**src/rtl/jpeg_block_run_length_coder_assert.svh**
```systemverilog
// assertion macros for the run-length coder control module
// expects signals named clk and rst in the scope of each use
`ifndef JPEG_BLOCK_RUN_LENGTH_CODER_ASSERT_SVH
`define JPEG_BLOCK_RUN_LENGTH_CODER_ASSERT_SVH

`ifndef ASSERT_OFF

// checked only outside reset
`define JBRLC_ASSERT(lbl, prop, msg) \
  lbl: assert property (@(posedge clk) disable iff (rst) prop) else $error(msg);

// checked at every edge, reset included
`define JBRLC_ASSERT_ALWAYS(lbl, prop, msg) \
  lbl: assert property (@(posedge clk) prop) else $error(msg);

`else

`define JBRLC_ASSERT(lbl, prop, msg)
`define JBRLC_ASSERT_ALWAYS(lbl, prop, msg)

`endif

`endif

```
**src/rtl/jbrlc_pkg.sv**
```systemverilog
// shared types, codes and helpers for the block run-length coder
// no dependencies
package jbrlc_pkg;

  localparam int REQ_W        = 2;
  localparam int VAL_W        = 4;
  localparam int IDX_W        = 8;
  localparam int TABLE_WORD_W = 32;
  localparam int DC_IDX_W     = 4;
  localparam int AC_DEPTH     = 256;
  localparam int POS_W        = 6;
  localparam int RUN_W        = 6;
  localparam int PHASE_W      = 2;

  localparam logic [REQ_W-1:0] REQ_COEF     = 2'd0;
  localparam logic [REQ_W-1:0] REQ_WRITE_DC = 2'd1;
  localparam logic [REQ_W-1:0] REQ_WRITE_AC = 2'd2;

  localparam logic [IDX_W-1:0] ZRL_ENTRY      = 8'h0f;
  localparam logic [IDX_W-1:0] EOB_ENTRY      = 8'h00;
  localparam logic [POS_W-1:0] LAST_POS       = 6'd63;
  localparam int               CHROMA_LITERAL = 8;

  // where the word in the output register comes from
  typedef enum logic [1:0] {
    SRC_AC,
    SRC_DC,
    SRC_ZERO,
    SRC_MARK
  } src_t;

  // results still owed for the current item, in emit order
  typedef struct packed {
    logic [1:0]       zrl;
    logic             main;
    src_t             main_src;
    logic [IDX_W-1:0] main_addr;
    logic             eob;
    logic             mark;
  } plan_t;

  typedef struct packed {
    logic                wr_en;
    logic [IDX_W-1:0]    wr_addr;
    logic                rd_en;
    logic [IDX_W-1:0]    rd_addr;
  } ac_port_t;

  typedef struct packed {
    logic                wr_en;
    logic [DC_IDX_W-1:0] wr_addr;
    logic                rd_en;
    logic [DC_IDX_W-1:0] rd_addr;
  } dc_port_t;

  function automatic logic plan_empty(plan_t p);
    return (p.zrl == 2'd0) && !p.main && !p.eob && !p.mark;
  endfunction

endpackage

```
**src/rtl/jbrlc_ctrl.sv**
```systemverilog
// item sequencer: block position, zero run, table reads and output register
// depends on jbrlc_pkg and jpeg_block_run_length_coder_assert.svh
`include "jpeg_block_run_length_coder_assert.svh"

module jbrlc_ctrl #(
  parameter int CODE_WIDTH     = 32,
  parameter int DC_TABLE_DEPTH = 16
) (
  input  logic                               clk,
  input  logic                               rst,
  input  logic                               in_valid,
  output logic                               in_stall,
  input  logic [jbrlc_pkg::REQ_W-1:0]        req_type,
  input  logic [jbrlc_pkg::VAL_W-1:0]        coef_value,
  input  logic                               new_image,
  input  logic [jbrlc_pkg::IDX_W-1:0]        table_index,
  input  logic [jbrlc_pkg::TABLE_WORD_W-1:0] table_word,
  output jbrlc_pkg::ac_port_t                ac_port,
  output jbrlc_pkg::dc_port_t                dc_port,
  output logic [CODE_WIDTH-1:0]              wr_data,
  input  logic [CODE_WIDTH-1:0]              ac_rd_data,
  input  logic [CODE_WIDTH-1:0]              dc_rd_data,
  output logic                               out_valid,
  input  logic                               out_stall,
  output logic [CODE_WIDTH-1:0]              code_word,
  output logic                               last
);

  localparam logic [jbrlc_pkg::DC_IDX_W:0] DC_LIMIT = (jbrlc_pkg::DC_IDX_W + 1)'(DC_TABLE_DEPTH);

  logic [jbrlc_pkg::POS_W-1:0]   pos, pos_next;
  logic [jbrlc_pkg::RUN_W-1:0]   run, run_next;
  logic [jbrlc_pkg::PHASE_W-1:0] phase, phase_next;
  jbrlc_pkg::plan_t              pend, pend_next;
  jbrlc_pkg::src_t               out_src;

  logic                          in_accept;
  logic                          coef_accept;
  logic                          slot_free;
  logic                          issue;
  logic                          issue_last;
  jbrlc_pkg::src_t               issue_src;
  logic [jbrlc_pkg::IDX_W-1:0]   issue_addr;
  jbrlc_pkg::plan_t              new_plan, plan_cur, plan_left;

  logic [jbrlc_pkg::POS_W-1:0]   pos_e;
  logic [jbrlc_pkg::RUN_W-1:0]   run_e, run_n;
  logic [jbrlc_pkg::PHASE_W-1:0] phase_e, phase_n;

  assign in_stall    = !jbrlc_pkg::plan_empty(pend);
  assign in_accept   = in_valid && !in_stall;
  assign coef_accept = in_accept && (req_type == jbrlc_pkg::REQ_COEF);
  assign slot_free   = !out_valid || !out_stall;
  assign wr_data     = table_word[CODE_WIDTH-1:0];

  // plan the results of a coefficient item and the state it leaves
  always_comb begin
    pos_e   = new_image ? '0 : pos;
    run_e   = new_image ? '0 : run;
    phase_e = new_image ? '0 : phase;

    new_plan  = '0;
    run_n     = run_e;
    phase_n   = phase_e;

    if (pos_e == '0) begin
      new_plan.main      = 1'b1;
      new_plan.main_src  = ({1'b0, coef_value} < DC_LIMIT) ? jbrlc_pkg::SRC_DC
                                                            : jbrlc_pkg::SRC_ZERO;
      new_plan.main_addr = jbrlc_pkg::IDX_W'(coef_value);
      run_n              = '0;
    end else if (coef_value != '0) begin
      // one zero-run word per full sixteen zeros
      new_plan.zrl       = run_e[5:4];
      new_plan.main      = 1'b1;
      new_plan.main_src  = jbrlc_pkg::SRC_AC;
      new_plan.main_addr = {coef_value, run_e[3:0]};
      run_n              = '0;
    end else begin
      run_n = jbrlc_pkg::RUN_W'(run_e + 1'b1);
    end

    if (pos_e == jbrlc_pkg::LAST_POS) begin
      new_plan.eob = (run_n != '0);
      run_n        = '0;
      phase_n      = jbrlc_pkg::PHASE_W'(phase_e + 1'b1);
      new_plan.mark = (phase_n == '0);
      pos_next     = '0;
    end else begin
      pos_next = jbrlc_pkg::POS_W'(pos_e + 1'b1);
    end

    run_next   = coef_accept ? run_n : run;
    phase_next = coef_accept ? phase_n : phase;
    if (!coef_accept) begin
      pos_next = pos;
    end
  end

  // pick the next result, first one can leave in the cycle of acceptance
  always_comb begin
    plan_cur   = coef_accept ? new_plan : pend;
    plan_left  = plan_cur;
    issue_src  = jbrlc_pkg::SRC_ZERO;
    issue_addr = '0;
    issue      = slot_free && !jbrlc_pkg::plan_empty(plan_cur);

    priority if (plan_cur.zrl != 2'd0) begin
      issue_src     = jbrlc_pkg::SRC_AC;
      issue_addr    = jbrlc_pkg::ZRL_ENTRY;
      plan_left.zrl = plan_cur.zrl - 2'd1;
    end else if (plan_cur.main) begin
      issue_src      = plan_cur.main_src;
      issue_addr     = plan_cur.main_addr;
      plan_left.main = 1'b0;
    end else if (plan_cur.eob) begin
      issue_src     = jbrlc_pkg::SRC_AC;
      issue_addr    = jbrlc_pkg::EOB_ENTRY;
      plan_left.eob = 1'b0;
    end else begin
      issue_src      = jbrlc_pkg::SRC_MARK;
      plan_left.mark = 1'b0;
    end

    issue_last = jbrlc_pkg::plan_empty(plan_left);
    pend_next  = issue ? plan_left : plan_cur;
  end

  always_comb begin
    ac_port.wr_en   = in_accept && (req_type == jbrlc_pkg::REQ_WRITE_AC);
    ac_port.wr_addr = table_index;
    ac_port.rd_en   = issue && (issue_src == jbrlc_pkg::SRC_AC);
    ac_port.rd_addr = issue_addr;

    dc_port.wr_en   = in_accept && (req_type == jbrlc_pkg::REQ_WRITE_DC) &&
                      ({1'b0, table_index[jbrlc_pkg::DC_IDX_W-1:0]} < DC_LIMIT);
    dc_port.wr_addr = table_index[jbrlc_pkg::DC_IDX_W-1:0];
    dc_port.rd_en   = issue && (issue_src == jbrlc_pkg::SRC_DC);
    dc_port.rd_addr = issue_addr[jbrlc_pkg::DC_IDX_W-1:0];
  end

  always_ff @(posedge clk) begin
    if (rst) begin
      pos       <= '0;
      run       <= '0;
      phase     <= '0;
      pend      <= '0;
      out_valid <= 1'b0;
    end else begin
      pos   <= pos_next;
      run   <= run_next;
      phase <= phase_next;
      pend  <= pend_next;
      if (issue) begin
        out_valid <= 1'b1;
      end else if (!out_stall) begin
        out_valid <= 1'b0;
      end
    end
  end

  always_ff @(posedge clk) begin
    if (issue) begin
      out_src <= issue_src;
      last    <= issue_last;
    end
  end

  always_comb begin
    unique case (out_src)
      jbrlc_pkg::SRC_AC:   code_word = ac_rd_data;
      jbrlc_pkg::SRC_DC:   code_word = dc_rd_data;
      jbrlc_pkg::SRC_ZERO: code_word = '0;
      jbrlc_pkg::SRC_MARK: code_word = CODE_WIDTH'(jbrlc_pkg::CHROMA_LITERAL);
      default:             code_word = '0;
    endcase
  end

  // a zero run never outgrows the position reached in the block
  `JBRLC_ASSERT(run_below_pos, (run == '0) || (run < pos), "zero run exceeds position")
  // a result that is not final always has a successor queued
  `JBRLC_ASSERT(more_after_nonlast, (out_valid && !last) |-> !jbrlc_pkg::plan_empty(pend),
                "non-final result without pending work")
  // zero-run words are always followed by the coefficient word
  `JBRLC_ASSERT(zrl_before_main, (pend.zrl != 2'd0) |-> pend.main, "zero-run without main word")
  // the marker closes the item
  `JBRLC_ASSERT(mark_is_last, (out_valid && (out_src == jbrlc_pkg::SRC_MARK)) |-> last,
                "marker not final")

endmodule

```
**config.mk**
```make
export PLATFORM = sky130hd
export DESIGN_NAME = jbrlc_ctrl
export DESIGN_NICKNAME = d
export VERILOG_FILES = /design/src/rtl/jbrlc_pkg.sv /design/src/rtl/jbrlc_ctrl.sv
export VERILOG_INCLUDE_DIRS = /design/src /design/src/rtl
export SDC_FILE = /design/constraint.sdc
export NUM_CORES = 1
export LEC_CHECK = 0
export ABC_AREA = 1
export BUFFER_PORTS_ARGS = -buffer_cell sky130_fd_sc_hd__buf_2
export CAP_MARGIN = 10
export CORE_UTILIZATION = 44
export CTS_CLUSTER_SIZE = 10
export DETAILED_ROUTE_END_ITERATION = 16
export PLACE_DENSITY_LB_ADDON = 0.15
export SLEW_MARGIN = 20
export SYNTH_ARGS = -nofsm -noshare
export SYNTH_HDL_FRONTEND = slang
export SYNTH_SLANG_ARGS = --single-unit
```
**constraint.sdc**
```tcl
create_clock -name clk -period 4.8 [get_ports clk]
set_input_delay 0.96 -clock clk [delete_from_list [all_inputs] [get_ports clk]]
set_output_delay 0.96 -clock clk [all_outputs]
set_load 0.01 [all_outputs]
```
==> summary.txt <==
Placed design
  • Post-detail-place hpwl: 6520 um
  • # port buffers: 125
  • RePlAce Congestion: 0.963

Die
  • Die area: 6530 um2
  • Vert. Die Dim: 80.8 um
  • CORE AREA: 5960 um2
  • Chip width: 80.8 um
  • Cell row count: 28
  • I/O pin count: 210
  • Starting Density: 45.9%

Synth
  • Synth Net Count: 524
  • Yosys reg bits: 33
  • Post-synthesis cell type count: 41
  • Area of the mapped netlist: 2730 um2
  • Post-synth top flop: dfxtp_1
  • Cells after Synth: 406
  • Top cell type's share of synthesized area: 22.0%
  • Post-synth EDFFs: 3
  • Seq/Total Area, Yosys: 25.3%
  • Syn Area/Cell: 6.73 um2
  • Area leader, netlist: dfxtp_1
  • Top post-synthesis cells by area: dfxtp_1, buf_4, nand3_1, inv_1, o21ai_0
  • FFs w/ async S/R, synth: 0%
  • YS warnings: 0

CTS
  • CTS tree: built
  • Setup bufs post-CTS: 0
  • Root buffer cell: clkbuf_8
  • Worst-Skew Late Latency: 0.29 ns
  • CTS Buffer Depth: 2
  • Clock Sink Count: 33
  • CTS clk-pin slew, worst paths: 0.06 ns
  • Cts hold-fix bufs: 0
  • Cts repair resizes: 0
  • H-tree depth: 2
  • Num CTS Buffers: 5

Routing
  • Detail Route met3 WL: 1050 um
  • WL met2: 3630 um
  • Via count: 2,837
  • DRT antenna net count: 0
  • Detailed-router iteration count before antenna repair: 4
  • DR top layer: met4
  • DR DRC count: 0
  • Met1 Wirelength: 3080 um
  • Initial DRC count: 108
  • WL final: 8200 um
  • Routed WL per cell: 15.0 um
  • Vias per inst: 5.18

Setup path
  • Startpoint types: input port
  • Crit-path leading delay family: simple AND/OR/NAND/NOR gates
  • CP arrival: 2.94 ns
  • Max incr delay on CP: 0.28 ns
  • Worst R2R Path Depth: 9
  • Crit-path max FO: 6
  • Crit end category: primary output
  • Critical path depth: 12
  • Data required, critical path: 3.84 ns
  • Crit path buffers/inverters: 2
  • WS Path Type: in -> out
  • Slowest cell on the critical path: nor3_1
  • CP Cell Sequence: buf_2, nor2_1, ha_1, nand3_1, nor2_1, nand3_1, nor2_4, a21oi_1, nand4_2, nand2_2, nor3_1, buf_2

Final layout
  • Final #Nets: 590
  • Share of cells above drive strength 1: 33.8%
  • Fillers: 590
  • Area grow syn2layout: 13.3%
  • Final core occ: 52.0%
  • Area occupied by multi-input gates: 1360 um2
  • Storage element area: 691 um2
  • Diode count: 0

STA
  • Min Tclk post-route: 3.90 ns
  • Setup repair after global routing missed its margin: no
  • Final hold viol count: 0
  • Final period utilization: 81.3%
  • Fmax achieved: 256 MHz
  • # setup viols final: 0
  • Setup Total Neg Slack: 0 ns
  • Slew margin rel.: 31.2%
  • Worst-margin pin slew: 1.03 ns
  • Skew final: 0.00605 ns
  • Final Slew Violations: 0

Global routing
  • Initial antenna violation count: 0
  • Vias in the first global route: 2,457
  • First-pass GRT wire length: 12,300 um
  • GR Util All Layers: 24.9%
  • GRT overflow: 0
  • Largest net degree at the start of global routing: 34

Status
  • Run status: finished, final reports clean

Power and ir drop
  • Pleak: 1.66 nW
  • Overall Power: 0.648 mW
  • Peak VDD IR: 0.192 mV
  • Power per cell area: 209 nW/um2

Hold path
  • Hold Path Class: reg -> reg
  • Worst Hold Path Cells: 2

Run
  • Max Cap Viol: 0
[cells in the mapped netlist (all sizes together), types with 6 or more instances]
library cell and count:
a22oi 6, nand4 8, o21ai 50, dfxtp 30, nand2 51, nor2 40, buf 53, nand3 48
clkbuf 13, a21oi 17, inv 62
[final cells by class]
cell class                 count  area share (%)
inverter                      62            7.52
multi-input combinational    245            44.0
sequential                    33            22.3
clock buffer                   8            2.91
tap                           75            3.03
timing repair buffer         125            20.2
[cell usage in the layout (no fill, tap or decap), drive strengths merged]
master	n
nand3	48
o211ai	1
a211oi	2
nand3b	2
dfxtp	30
ha	3
o21ai	50
a22oi	6
inv	62
buf	125
nor2	40
o311ai	4
xnor2	1
xor2	2
nand2	51
o21bai	3
nand4	8
or2	3
a21oi	17
clkbuf	8
nor3	4
edfxtp	3
[sequential cells by signal (all words and copies together), names as in the netlist]
signal and flops:
last 1, phase 2, out_src 2, run 6, pend 15, pos 6
out_valid 1
[final timing paths]
kind / start / to / slack (ns)
hold / removal: pos[0] / pos[0] / 0.47
hold reg to reg: pos[0] / pos[0] / 0.47
setup reg to reg: pend[14] / last / 2.60
setup / recovery: new_image / ac_port[8] / 0.90
[worst reg2reg max path: stages, from the launching register on]
cell and delay, ns:
dfxtp_1 0.33, or2_4 0.28, nor2_8 0.15, nand3_4 0.28, o21ai_4 0.33, nand2_2 0.11, nor2_4 0.13, nand4_2 0.11
nand2_2 0.15, inv_1 0.11
[stage by stage]
step / hold slack (ns) / std cells / setup slack (ns) / cell area [um2]
after floorplan: 0.440 / 406 / 1.36 / 2730
after global placement: 0.454 / 540 / 0.996 / 3010
after detailed placement: 0.455 / 540 / 0.926 / 3010
after CTS: 0.465 / 548 / 0.916 / 3100
after global routing: 0.490 / 548 / 0.693 / 3100
final: 0.467 / 548 / 0.896 / 3100
[power by group]
part           internal (mW)  leakage, nW  switching (mW)  total, mW
Sequential             0.285        0.266         0.00663      0.291
Clock                  0.117       0.0455          0.0996      0.217
Combinational         0.0573         1.35          0.0827      0.140
Total                  0.459         1.66           0.189      0.648
[logic make-up (layout without fill, tap and decap cells)]
| group | Yosys count | in the layout | synth area share, % |
|---|---|---|---|
| adders and majority gates | 3 | 3 | 1.37 |
| DFF | 33 | 33 | 25.3 |
| buffers and inverters | 128 | 195 | 24.8 |
| AOI/OAI and AO/OA | 83 | 83 | 18.2 |
| xor gates and xnor gates | 3 | 3 | 0.962 |
| and+or+nand+nor | 156 | 156 | 29.3 |
[routing by layer]
layer  GRT usage, %  up-vias
met5              0        -
met1           27.3     1235
met2           40.2      174
li1               -     1406
met3           11.1       22
met4           13.6        0
Note: power is estimated with default switching activity, not from simulation.
