[src/rtl/jpeg_block_run_length_coder_assert.svh]
// assertion macros for the run-length coder control module
// expects signals named clk and rst in the scope of each use
`ifndef JPEG_BLOCK_RUN_LENGTH_CODER_ASSERT_SVH
`define JPEG_BLOCK_RUN_LENGTH_CODER_ASSERT_SVH

`ifndef ASSERT_OFF

// checked only outside reset
`define JBRLC_ASSERT(lbl, prop, msg) \
  lbl: assert property (@(posedge clk) disable iff (rst) prop) else $error(msg);

// checked at every edge, reset included
`define JBRLC_ASSERT_ALWAYS(lbl, prop, msg) \
  lbl: assert property (@(posedge clk) prop) else $error(msg);

`else

`define JBRLC_ASSERT(lbl, prop, msg)
`define JBRLC_ASSERT_ALWAYS(lbl, prop, msg)

`endif

`endif

[src/rtl/jbrlc_ram.sv]
// generic single-write, single-read synchronous ram with registered read
// no dependencies
module jbrlc_ram #(
  parameter  int WIDTH = 32,
  parameter  int DEPTH = 16,
  localparam int AW    = $clog2(DEPTH)
) (
  input  logic             clk,
  input  logic             wr_en,
  input  logic [AW-1:0]    wr_addr,
  input  logic [WIDTH-1:0] wr_data,
  input  logic             rd_en,
  input  logic [AW-1:0]    rd_addr,
  output logic [WIDTH-1:0] rd_data
);

  logic [WIDTH-1:0] mem [DEPTH];

  always_ff @(posedge clk) begin
    if (wr_en) begin
      mem[wr_addr] <= wr_data;
    end
    // read data holds until the next read
    if (rd_en) begin
      rd_data <= mem[rd_addr];
    end
  end

endmodule

[config.mk]
export PLATFORM = sky130hd
export DESIGN_NAME = jbrlc_ram
export DESIGN_NICKNAME = d
export VERILOG_FILES = /design/src/rtl/jpeg_block_run_length_coder_assert.svh /design/src/rtl/jbrlc_ram.sv
export SDC_FILE = /design/constraint.sdc
export NUM_CORES = 1
export LEC_CHECK = 0
export ABC_CLOCK_PERIOD_IN_PS = 5170
export BUFFER_PORTS_ARGS = -buffer_cell sky130_fd_sc_hd__buf_2
export CAP_MARGIN = 5
export CORE_MARGIN = 1.5
export CORE_UTILIZATION = 58
export DETAILED_ROUTE_END_ITERATION = 8
export PLACE_DENSITY = 0.75
export SYNTH_ARGS = -nofsm -noshare
export SYNTH_HDL_FRONTEND = slang
export SYNTH_SLANG_ARGS = --single-unit
[constraint.sdc]
create_clock -name clk -period 5.17 [get_ports clk]
set_input_delay 0 -clock clk [delete_from_list [all_inputs] [get_ports clk]]
set_output_delay 0 -clock clk [all_outputs]
set_load 0.02 [all_outputs]
==> summary.md, run 1 <==
| Metric | Value |
|---|---|
| Die height | `190 um` |
| Worst VDD drop | `0.289 mV` |
| Post-CTS Setup Inserts | `0` |
| Share of layout cells above drive strength 1 | `0.308` |
| Logic pwr share | `0.051` |
| Non-Filler Instances | `1,475` |
| Slew @ Worst Pin | `1190 ps` |
| Worst-Skew Late Latency | `560 ps` |
| Slew margin rel. | `0.205` |
| H-tree lvl count | `2` |
| Initial antenna violation count | `2` |
| Hold Crit Start | `wr_addr[0]` |
| Mapped Area | `20,200 um2` |
| WS Path Type | `input port to flop` |
| Fin crit period | `1950 ps` |
| Flop pwr share | `0.556` |
| Detail Route Antenna Nets | `0` |
| Total CTS buffers | `50` |
| 1st-pass router iterations | `5` |
| GR Overflow Total | `0` |
| Clock power frac | `0.393` |
| Pleak | `7.40 nW` |
| Final Setup Violations | `0` |
| Placed cell count | `1,348` |
| Sink Count | `544` |
| Largest net degree at the start of global routing | `88` |
| Die W | `190 um` |
| Hold WS | `77.9 ps` |
| Area of placed instances | `21,200 um2` |
| Switching share of power | `0.202` |
| CTS tree | `done` |
| Final Cell Area | `23,100 um2` |
| Fillers | `2,131` |
| Fin. max-slew vios | `0` |
| Clk pin slew, worst setup/hold paths | `60 ps` |
| Yosys reg bits | `544` |
| Period utilization | `0.378` |
| Avg Inst Size Synth | `24.1 um2` |
| Worst Hold Depth | `3` |
| Reg-to-reg slack, setup | `3680 ps` |
| Setup TNS | `0 ps` |
| Core Area | `34,400 um2` |
| Hold Path Class | `input port to flop` |
| Sequential-to-total area share from yosys stat | `0.810` |
| DR vias | `9,183` |
| RSZ-0062 raised after global routing | `no` |
| R2r startpoint | `mem[0][13]$_DFFE_PP_` |
| # DRC | `0` |
| Synth Net Count | `881` |
| Starting density of the core | `0.587` |
| Die area | `35,900 um2` |
| Max Fclk | `512 MHz` |
| Switching power | `1.82 mW` |
| GPL Wtd Cong | `0.709` |
| Wire length per cell | `28.2 um` |
| Worst Setup SP | `rd_addr[0]` |
| Ys Warns | `0` |
| Endpoints failing hold | `0` |
| Tot GR Track Use | `0.239` |
| Commonest non-fill, non-tap cell in the layout | `edfxtp_1` |
| Worst r2r dst | `rd_data[13]$_DFFE_PP_` |
| First-pass GRT wire length | `60,900 um` |
| CP endpoint kind | `flop` |
| P&R area growth vs syn | `14.6%` |
| Max FO, Critical Path | `87` |
| Power Density | `389 nW/um2` |
| IO buf count | `74` |
| Commonest non-fill, non-tap cells in the layout | `544 x edfxtp_1, 128 x mux4_2, 72 x buf_2` |
| Via density | `6.23` |
| Worst Hold Endpoint | `mem[12][10]$_DFFE_PP_` |
| WL final | `41,600 um` |
| Number of global-route vias before repair | `9,594` |
| Worst r2r path cells | `3` |
| CP required | `5480 ps` |
| FP Rows | `68` |
| Post-Syn Instances | `838` |
| P_int | `7.17 mW` |
| Final net count | `1,020` |
| Critical path launch point type | `input port` |
| Skew final | `14.2 ps` |
| Detail Placement HPWL | `19,000 um` |
| Iteration-0 DRC Markers | `838` |
| I/O pins | `75` |
| Yosys cell types | `17` |
| Max Cap Violations | `0` |
| Status | `completed` |
| Clock Tree Root | `clkbuf_16` |
| Clock Path Buffers | `3` |
| WP data arrival | `2260 ps` |
## worst max-delay path by stage
stage	to	slack, ps
2_1_floorplan	mem[0][0]$_DFFE_PP_	1990
3_3_place_gp	rd_data[18]$_DFFE_PP_	2560
3_5_place_dp	rd_data[20]$_DFFE_PP_	2550
4_1_cts	rd_data[23]$_DFFE_PP_	3160
5_1_grt	rd_data[25]$_DFFE_PP_	2900
6_report	rd_data[25]$_DFFE_PP_	3220
## cell type report
class	instances	area, um2	share of cell area
tap	455	569	0.0246
timing repair buffer	130	882	0.0382
clock inverter	25	191	0.00828
clock buffer	68	1380	0.0598
sequential	544	16300	0.707
antenna	2	5.00	0.000217
multi-input combinational	251	3750	0.162
## synth_stat cells
library cell | number | area, um2
and2_1 | 1 | 6.26
nand2_1 | 33 | 124
a22oi_1 | 64 | 480
nand3_1 | 1 | 5.00
or3b_2 | 1 | 8.76
buf_6 | 2 | 22.5
nor2_1 | 13 | 48.8
buf_2 | 4 | 20.0
edfxtp_1 | 544 | 16300
clkbuf_1 | 17 | 63.8
buf_1 | 9 | 33.8
nand3b_1 | 2 | 15.0
buf_4 | 11 | 82.6
nor3_1 | 4 | 20.0
nor2b_1 | 2 | 12.5
mux4_2 | 128 | 2880
nand2b_1 | 2 | 12.5
## power groups by stage
stage                     sequential [mW]  clock (mW)  combinational, mW
final                                5.00        3.53              0.456
after global routing                 5.00        3.74              0.492
after CTS                            5.00        3.58              0.461
after detailed placement             5.09           0              0.436
after global placement               5.08           0              0.426
after floorplan                      5.11           0              0.237
## logic make-up (layout without fill, tap and decap cells)
logic type	after synthesis	in the layout	synth area share
buffers and inverters	43	223	0.0110
AND/OR/NAND/NOR	59	59	0.0125
AO/OA/AOI/OAI	64	64	0.0238
other	0	2	0
multiplexers	128	128	0.143
flip-flops	544	544	0.810
## timing repair
action,CTS,global route
hold endpoints to repair,512,0
gates resized for setup,0,0
hold buffers,32,0
## stage by stage
step | total power [mW] | utilization | setup slack, ps
final | 8.99 | 0.673 | 3220
after detailed placement | 5.53 | 0.617 | 2550
after global placement | 5.51 | 0.617 | 2560
after floorplan | 5.35 | - | 1990
after CTS | 9.04 | 0.672 | 3160
after global routing | 9.24 | 0.673 | 2900
## state kept, by name, indices dropped and copies added, names as in the netlist
name / flops
mem: 512
rd_data: 32
## metal layers
metal  up-vias  track usage  routed length [um]
met5         -            0                   0
met4         0       0.0931                1390
met3        92       0.0323                2390
met2       349        0.414               22200
met1      4851        0.312               15600
li1       3891            -                   -
## worst max-delay path, cell delays in order
cell and delay (ps):
clkbuf_8 760, buf_4 550, mux4_2 550, a22oi_1 230, nand2_1 90
No activity file was read; power rests on OpenSTA's default activity.
==> run 2: changes to the inputs <==
--- a/config.mk
+++ b/config.mk
@@ -5,7 +5,7 @@
 export SDC_FILE = /design/constraint.sdc
 export NUM_CORES = 1
 export LEC_CHECK = 0
-export ABC_CLOCK_PERIOD_IN_PS = 5170
+export ABC_CLOCK_PERIOD_IN_PS = 2000
 export BUFFER_PORTS_ARGS = -buffer_cell sky130_fd_sc_hd__buf_2
 export CAP_MARGIN = 5
 export CORE_MARGIN = 1.5
==> constraint.sdc (replaced) <==
create_clock -name clk -period 2 [get_ports clk]
set_input_delay 0 -clock clk [delete_from_list [all_inputs] [get_ports clk]]
set_output_delay 0 -clock clk [all_outputs]
set_load 0.02 [all_outputs]
==> run 2 against run 1 <==
Clock skew is 9.6 ps higher. Count of clock-buffer cells in the layout is 5 lower. Critical endpoint is now rd_data[22]$_DFFE_PP_. Final cell count is 1.4% higher. Via count is 3.6% higher. Global-route usage is 0.99 points higher. Highest routed layer unchanged. Wire length is 2.8% higher. Sequential share of layout area is 2.0 points lower. Critical path depth is 2 lower. First-iteration DRC count is 35% higher.
==> summary.md, run 2 (synthesis results as in run 1) <==
| Metric | Value |
|---|---|
| Cell family with the largest share of critical-path delay | `multiplexers` |
| Worst Setup SP | `mem[8][22]$_DFFE_PP_` |
| Wire length per cell | `28.6 um (+1.4%)` |
| RSZ-0062 raised after global routing | `no` |
| Top flop regs | `mem (512), rd_data (32)` |
| Worst Setup EP | `rd_data[22]$_DFFE_PP_` |
| Hold WS | `76.9 ps (-1.00 ps)` |
| Placed cell count | `1,366 (+1.3%)` |
| ANT cells | `0 (-2)` |
| Clk pin slew, worst setup/hold paths | `60 ps (about the same)` |
| Total CTS buffers | `53 (+6.0%)` |
| CP max-delay cell | `mux4_2` |
| Setup TNS | `0 ps (unchanged)` |
| Skew final | `23.8 ps (+9.60 ps)` |
| Critical path launch point type | `flop` |
| Post-CTS sizing | `0 (unchanged)` |
| Buffers and inverters on the worst path | `0 (-2)` |
| Initial antenna violation count | `0 (-2)` |
| Pleak | `7.69 nW (+3.9%)` |
| CTS Hold Bufs | `34 (+6.3%)` |
| Detail Placement HPWL | `21,600 um (+14%)` |
| CTS tree | `done` |
| Final Power | `24.5 mW (+170%)` |
| GPL Wtd Cong | `0.702 (-1.0%)` |
| Die W | `190 um (unchanged)` |
| Via density | `6.36 (+2.1%)` |
| Final Setup Violations | `0 (unchanged)` |
| Status | `completed` |
| Clock Path Buffers | `3 (unchanged)` |
| Sink Count | `544 (unchanged)` |
| WL final | `42,700 um (+2.8%)` |
| GR Overflow Total | `0 (unchanged)` |
| Number of global-route vias before repair | `10,100 (+5.0%)` |
| Max FO, Critical Path | `1 (-99%)` |
| Slew margin rel. | `0.540 (+0.336)` |
| Largest net degree at the start of global routing | `65 (-26%)` |
| Area of placed instances | `21,600 um2 (+1.9%)` |
| # DRC | `0 (unchanged)` |
| Final net count | `1,043 (+2.3%)` |
| Met1 Track Usage GR | `0.343 (+0.0316)` |
| Max Cap Violations | `0 (unchanged)` |
| R2r startpoint | `mem[8][22]$_DFFE_PP_` |
| FP Rows | `68 (unchanged)` |
| Reg-to-reg slack, setup | `450 ps (-3230 ps)` |
| Worst VDD drop | `0.761 mV (+160%)` |
| Commonest non-fill, non-tap cells in the layout | `544 x edfxtp_1, 128 x mux4_2, 72 x buf_2` |
| Die area | `35,900 um2 (unchanged)` |
| CP Depth | `3 (-2)` |
| 1st-pass router iterations | `4 (-1)` |
| Hold Path Class | `input port to flop` |
| Number of flip-flops in the largest register | `512 (unchanged)` |
| CP endpoint kind | `flop` |
| Share of layout cells above drive strength 1 | `0.328 (+0.0191)` |
| Starting density of the core | `0.587 (unchanged)` |
| Period utilization | `0.775` |
| Worst r2r path cells | `3 (unchanged)` |
| Worst Hold Depth | `3 (unchanged)` |
| I/O pins | `75 (unchanged)` |
| IO buf count | `74 (unchanged)` |
| GR Layer Usage met2 | `0.411 (-0.00254)` |
| CP required | `2320 ps (-3160 ps)` |
| CP max stage delay | `540 ps (-220 ps)` |
| Top reg by flops | `mem` |
| Tot GR Track Use | `0.249 (+0.00986)` |
| Detail Route Antenna Nets | `0 (unchanged)` |
| WP data arrival | `1870 ps (-390 ps)` |
| First-pass GRT wire length | `63,800 um (+4.9%)` |
| Iteration-0 DRC Markers | `1,135 (+35%)` |
| Worst r2r dst | `rd_data[22]$_DFFE_PP_` |
| Final Cell Area | `23,800 um2 (+2.8%)` |
| Fin. max-slew vios | `0 (unchanged)` |
| Cells along the critical path | `mux4_2, a22oi_1, nand2_1` |
| Fin crit period | `1550 ps` |
| Slew @ Worst Pin | `689 ps (-504 ps)` |
| DR vias | `9,510 (+3.6%)` |
| Die height | `190 um (unchanged)` |
| Power Density | `1030 nW/um2 (+160%)` |
| H-tree lvl count | `2 (unchanged)` |
| WS Path Type | `flop to flop` |
| Non-Filler Instances | `1,496 (+1.4%)` |
| Worst-Skew Late Latency | `590 ps (+30 ps)` |
| Core Area | `34,400 um2 (unchanged)` |
| Fillers | `2,042 (-4.2%)` |
| Max Fclk | `645 MHz` |
| Clock Tree Root | `clkbuf_16` |
| P&R area growth vs syn | `17.8%` |
| Global routing's busiest layer | `met2` |
| Post-CTS Setup Inserts | `0 (unchanged)` |
| Endpoints failing hold | `0 (unchanged)` |
| Commonest non-fill, non-tap cell in the layout | `edfxtp_1` |
| GRT met3 Usage | `0.0467 (+0.0145)` |
## run 2: how the worst min path moves through the flow
stage	from	end	slack (ps)
2_1_floorplan	wr_data[0]	mem[0][0]$_DFFE_PP_	100
3_3_place_gp	wr_data[28]	mem[10][28]$_DFFE_PP_	370
3_5_place_dp	wr_data[1]	mem[0][1]$_DFFE_PP_	380
4_1_cts	wr_addr[3]	mem[1][14]$_DFFE_PP_	60
5_1_grt	wr_addr[2]	mem[1][13]$_DFFE_PP_	90
6_report	wr_addr[3]	mem[1][14]$_DFFE_PP_	80
## run 2: final cells by class
class | instances | area (um2) | area share
clock buffer | 63 | 1410 | 0.0592
multi-input combinational | 251 | 3770 | 0.159
tap | 455 | 569 | 0.0239
sequential | 544 | 16300 | 0.687
timing repair buffer | 150 | 1290 | 0.0542
clock inverter | 33 | 400 | 0.0168
## run 2: tightest hold or removal path, stage by stage
cell and delay (ps):
buf_2 100, or3b_2 300, nor2_4 80
## run 2: layer usage
metal  vias up  share of wire  routed length [um]
met3        75          0.081                3460
met4         0          0.022                 953
met1      5022           0.39               16700
met5         -              0                   0
li1       3931              -                   -
met2       482           0.51               21600
## run 2: power by group
group,switching [mW],internal (mW)
Sequential,0.0809,12.8
Clock,4.11,6.17
Combinational,0.732,0.525
Total,4.92,19.5
## run 2: metrics by stage
stage                      util  setup slack [ps]
final                     0.692               450
after global routing      0.692               439
after CTS                 0.692               478
after detailed placement  0.629               253
after global placement    0.629               315
after floorplan               -              -328
==> run 3: changes to the inputs <==
--- a/config.mk
+++ b/config.mk
@@ -5,11 +5,11 @@
 export SDC_FILE = /design/constraint.sdc
 export NUM_CORES = 1
 export LEC_CHECK = 0
-export ABC_CLOCK_PERIOD_IN_PS = 2000
+export ABC_CLOCK_PERIOD_IN_PS = 1300
 export BUFFER_PORTS_ARGS = -buffer_cell sky130_fd_sc_hd__buf_2
 export CAP_MARGIN = 5
 export CORE_MARGIN = 1.5
-export CORE_UTILIZATION = 58
+export CORE_UTILIZATION = 55
 export DETAILED_ROUTE_END_ITERATION = 8
 export PLACE_DENSITY = 0.75
 export SYNTH_ARGS = -nofsm -noshare
==> constraint.sdc (replaced) <==
create_clock -name clk -period 1.3 [get_ports clk]
set_input_delay 0 -clock clk [delete_from_list [all_inputs] [get_ports clk]]
set_output_delay 0 -clock clk [all_outputs]
set_load 0.02 [all_outputs]
==> run 3 against run 2 <==
The flow now finishes with violations (setup timing). Combinational power grew 73%. Non-clock buffer count grew 39. Via count up 1.4%. Clock skew rose by 1.7 ps. Worst setup slack lost 590 ps. Fmax up 7.6%. Sequential cell count unchanged. Power rose by 50%. Highest routed layer unchanged.
==> summary.md, run 3 (synthesis results as in run 1) <==
| Metric | Value |
|---|---|
| Switching share of power | `0.208 (+0.00666)` |
| Max FO, Critical Path | `1 (unchanged)` |
| Endpoints failing hold | `0 (unchanged)` |
| Clk pin slew, worst setup/hold paths | `60 ps (about the same)` |
| Die height | `195 um (+2.6%)` |
| Worst r2r dst | `rd_data[18]$_DFFE_PP_` |
| Die area | `37,800 um2 (+5.4%)` |
| Cell family with the largest share of critical-path delay | `multiplexers` |
| Worst Setup SP | `mem[2][18]$_DFFE_PP_` |
| I/O pins | `75 (unchanged)` |
| Sink Count | `544 (unchanged)` |
| Die W | `195 um (+2.6%)` |
| Logic pwr share | `0.059 (+0.008)` |
| P&R area growth vs syn | `20.8%` |
| Hold Path Class | `input port to flop` |
| Final Cell Area | `24,400 um2 (+2.5%)` |
| First-pass GRT wire length | `66,000 um (+3.3%)` |
| H-tree lvl count | `2 (unchanged)` |
| Core Area | `35,800 um2 (+4.2%)` |
| CP required | `1640 ps (-680 ps)` |
| Top flop regs | `mem (512), rd_data (32)` |
| Switching power | `7.62 mW (+55%)` |
| Commonest non-fill, non-tap cell in the layout | `edfxtp_1` |
| Commonest non-fill, non-tap cells in the layout | `544 x edfxtp_1, 128 x mux4_2, 72 x buf_2` |
| P_int | `29.1 mW (+49%)` |
| Number of flip-flops in the largest register | `512 (unchanged)` |
| WS Path Type | `flop to flop` |
| Period utilization | `1.11 (+0.333)` |
| Detail Placement HPWL | `24,300 um (+13%)` |
| RSZ-0062 raised after global routing | `yes` |
| DR vias | `9,645 (+1.4%)` |
| Worst r2r path cells | `3 (unchanged)` |
| Largest net degree at the start of global routing | `40 (-38%)` |
| Flop pwr share | `0.542 (+0.014)` |
| Final Util | `0.680 (-0.0115)` |
| Max Cap Violations | `0 (unchanged)` |
| Status | `finished, violations left` |
| CP Depth | `3 (unchanged)` |
| FP Rows | `69 (+1.5%)` |
| Share of layout cells above drive strength 1 | `0.381 (+0.0537)` |
| Worst Setup EP | `rd_data[18]$_DFFE_PP_` |
| Fillers | `2,092 (+2.4%)` |
| Slew margin rel. | `0.345 (-0.195)` |
| CTS tree | `done` |
| Final Setup Violations | `32 (+32)` |
| CP endpoint kind | `flop` |
| Initial antenna violation count | `0 (unchanged)` |
| Cells along the critical path | `mux4_2, a22oi_2, nand2_2` |
| Number of global-route vias before repair | `10,400 (+3.1%)` |
| WP data arrival | `1780 ps (-90 ps)` |
| Slew @ Worst Pin | `980 ps (+291 ps)` |
| Power Density | `1500 nW/um2 (+46%)` |
| Tot GR Track Use | `0.242 (-0.00668)` |
| Setup TNS | `-2450 ps (-2450 ps)` |
| Fin crit period | `1440 ps (-110 ps)` |
| Critical path launch point type | `flop` |
| Total CTS buffers | `52 (-1.9%)` |
| Worst VDD drop | `1.01 mV (+33%)` |
| Starting density of the core | `0.563 (-0.0238)` |
| CP max stage delay | `500 ps (-40 ps)` |
| Skew final | `25.5 ps (+1.67 ps)` |
| Clock power frac | `0.398 (-0.022)` |
| GR Overflow Total | `0 (unchanged)` |
| IO buf count | `74 (unchanged)` |
| CP max-delay cell | `mux4_2` |
| 1st-pass router iterations | `4 (unchanged)` |
| Max Fclk | `694 MHz (+7.6%)` |
| Failing checks | `setup timing` |
| Wire length per cell | `28.5 um (-0.18%)` |
| GPL Wtd Cong | `0.736 (+4.9%)` |
| Final net count | `1,081 (+3.6%)` |
| Area of placed instances | `22,200 um2 (+2.8%)` |
| Detail Route Antenna Nets | `0 (unchanged)` |
| ANT cells | `0 (unchanged)` |
| Clock Tree Root | `clkbuf_16` |
| Fin. max-slew vios | `0 (unchanged)` |
| Final Worst Setup Slack | `-140 ps (-590 ps)` |
| WL final | `43,900 um (+2.7%)` |
| # DRC | `0 (unchanged)` |
| R2r startpoint | `mem[2][18]$_DFFE_PP_` |
| Top reg by flops | `mem` |
| Iteration-0 DRC Markers | `992 (-13%)` |
| Clock Path Buffers | `3 (unchanged)` |
| Final Power | `36.7 mW (+50%)` |
| Via density | `6.27 (-1.4%)` |
| Buffers and inverters on the worst path | `0 (unchanged)` |
| Reg-to-reg slack, setup | `-140 ps (-590 ps)` |
| Worst-Skew Late Latency | `590 ps (about the same)` |
| Pleak | `7.91 nW (+2.9%)` |
-- run 3: layout make-up --
class	count	area, um2	area share
Timing Repair Buffer	189	1870	0.0766
Sequential cell	544	16300	0.670
Clock inverter	33	298	0.0122
Tap cell	461	577	0.0237
Clock buffer	61	1340	0.0548
Multi-Input combinational cell	251	3960	0.162
-- run 3: how the worst min path moves through the flow --
stage	startpoint	end	slack, ps	depth (start not counted)
detailed placement	wr_data[6]	mem[1][6]$_DFFE_PP_	380	1
global placement	wr_data[24]	mem[15][24]$_DFFE_PP_	370	1
global route	wr_addr[2]	mem[0][16]$_DFFE_PP_	90	4
finish	wr_addr[2]	mem[0][30]$_DFFE_PP_	80	4
floorplan	wr_data[0]	mem[0][0]$_DFFE_PP_	100	0
CTS	wr_addr[2]	mem[0][24]$_DFFE_PP_	60	4
-- run 3: what timing repair did --
| action | CTS | global route |
|---|---|---|
| resized for setup | 21 | 13 |
| endpoints found under the setup margin | 32 | 32 |
| buffers inserted | 0 | 0 |
| endpoints found under the hold margin | 544 | 0 |
| hold buffers | 33 | 0 |
| pin swaps | 24 | 10 |
-- run 3: per-layer routing --
metal	GRT usage	part of all wire	wire, um
met1	0.329	0.38	16800
met3	0.0446	0.080	3500
met5	0	0	0
met2	0.400	0.51	22400
met4	0.0862	0.027	1170
-- run 3: worst min-delay path: stages --
cell and delay (ps):
buf_2 90, or3b_4 160, nor3_4 60, buf_12 170
-- run 3: power by group through the flow --
| stage | Clock [mW] | Sequential (mW) | Combinational (mW) |
|---|---|---|---|
| 2_1_floorplan | 0 | 20.3 | 1.02 |
| 5_1_grt | 15.4 | 19.9 | 2.32 |
| 3_5_place_dp | 0 | 20.3 | 2.03 |
| 4_1_cts | 14.8 | 19.9 | 2.17 |
| 3_3_place_gp | 0 | 20.2 | 1.97 |
| 6_report | 14.6 | 19.9 | 2.18 |
-- run 3: metrics by stage --
stage,worst slack (ps),hold WS [ps],instances
2_1_floorplan,-409,98.9,838
3_3_place_gp,-281,369,1412
3_5_place_dp,-335,383,1412
4_1_cts,-155,64.0,1539
5_1_grt,-174,88.4,1539
6_report,-140,80.4,1539
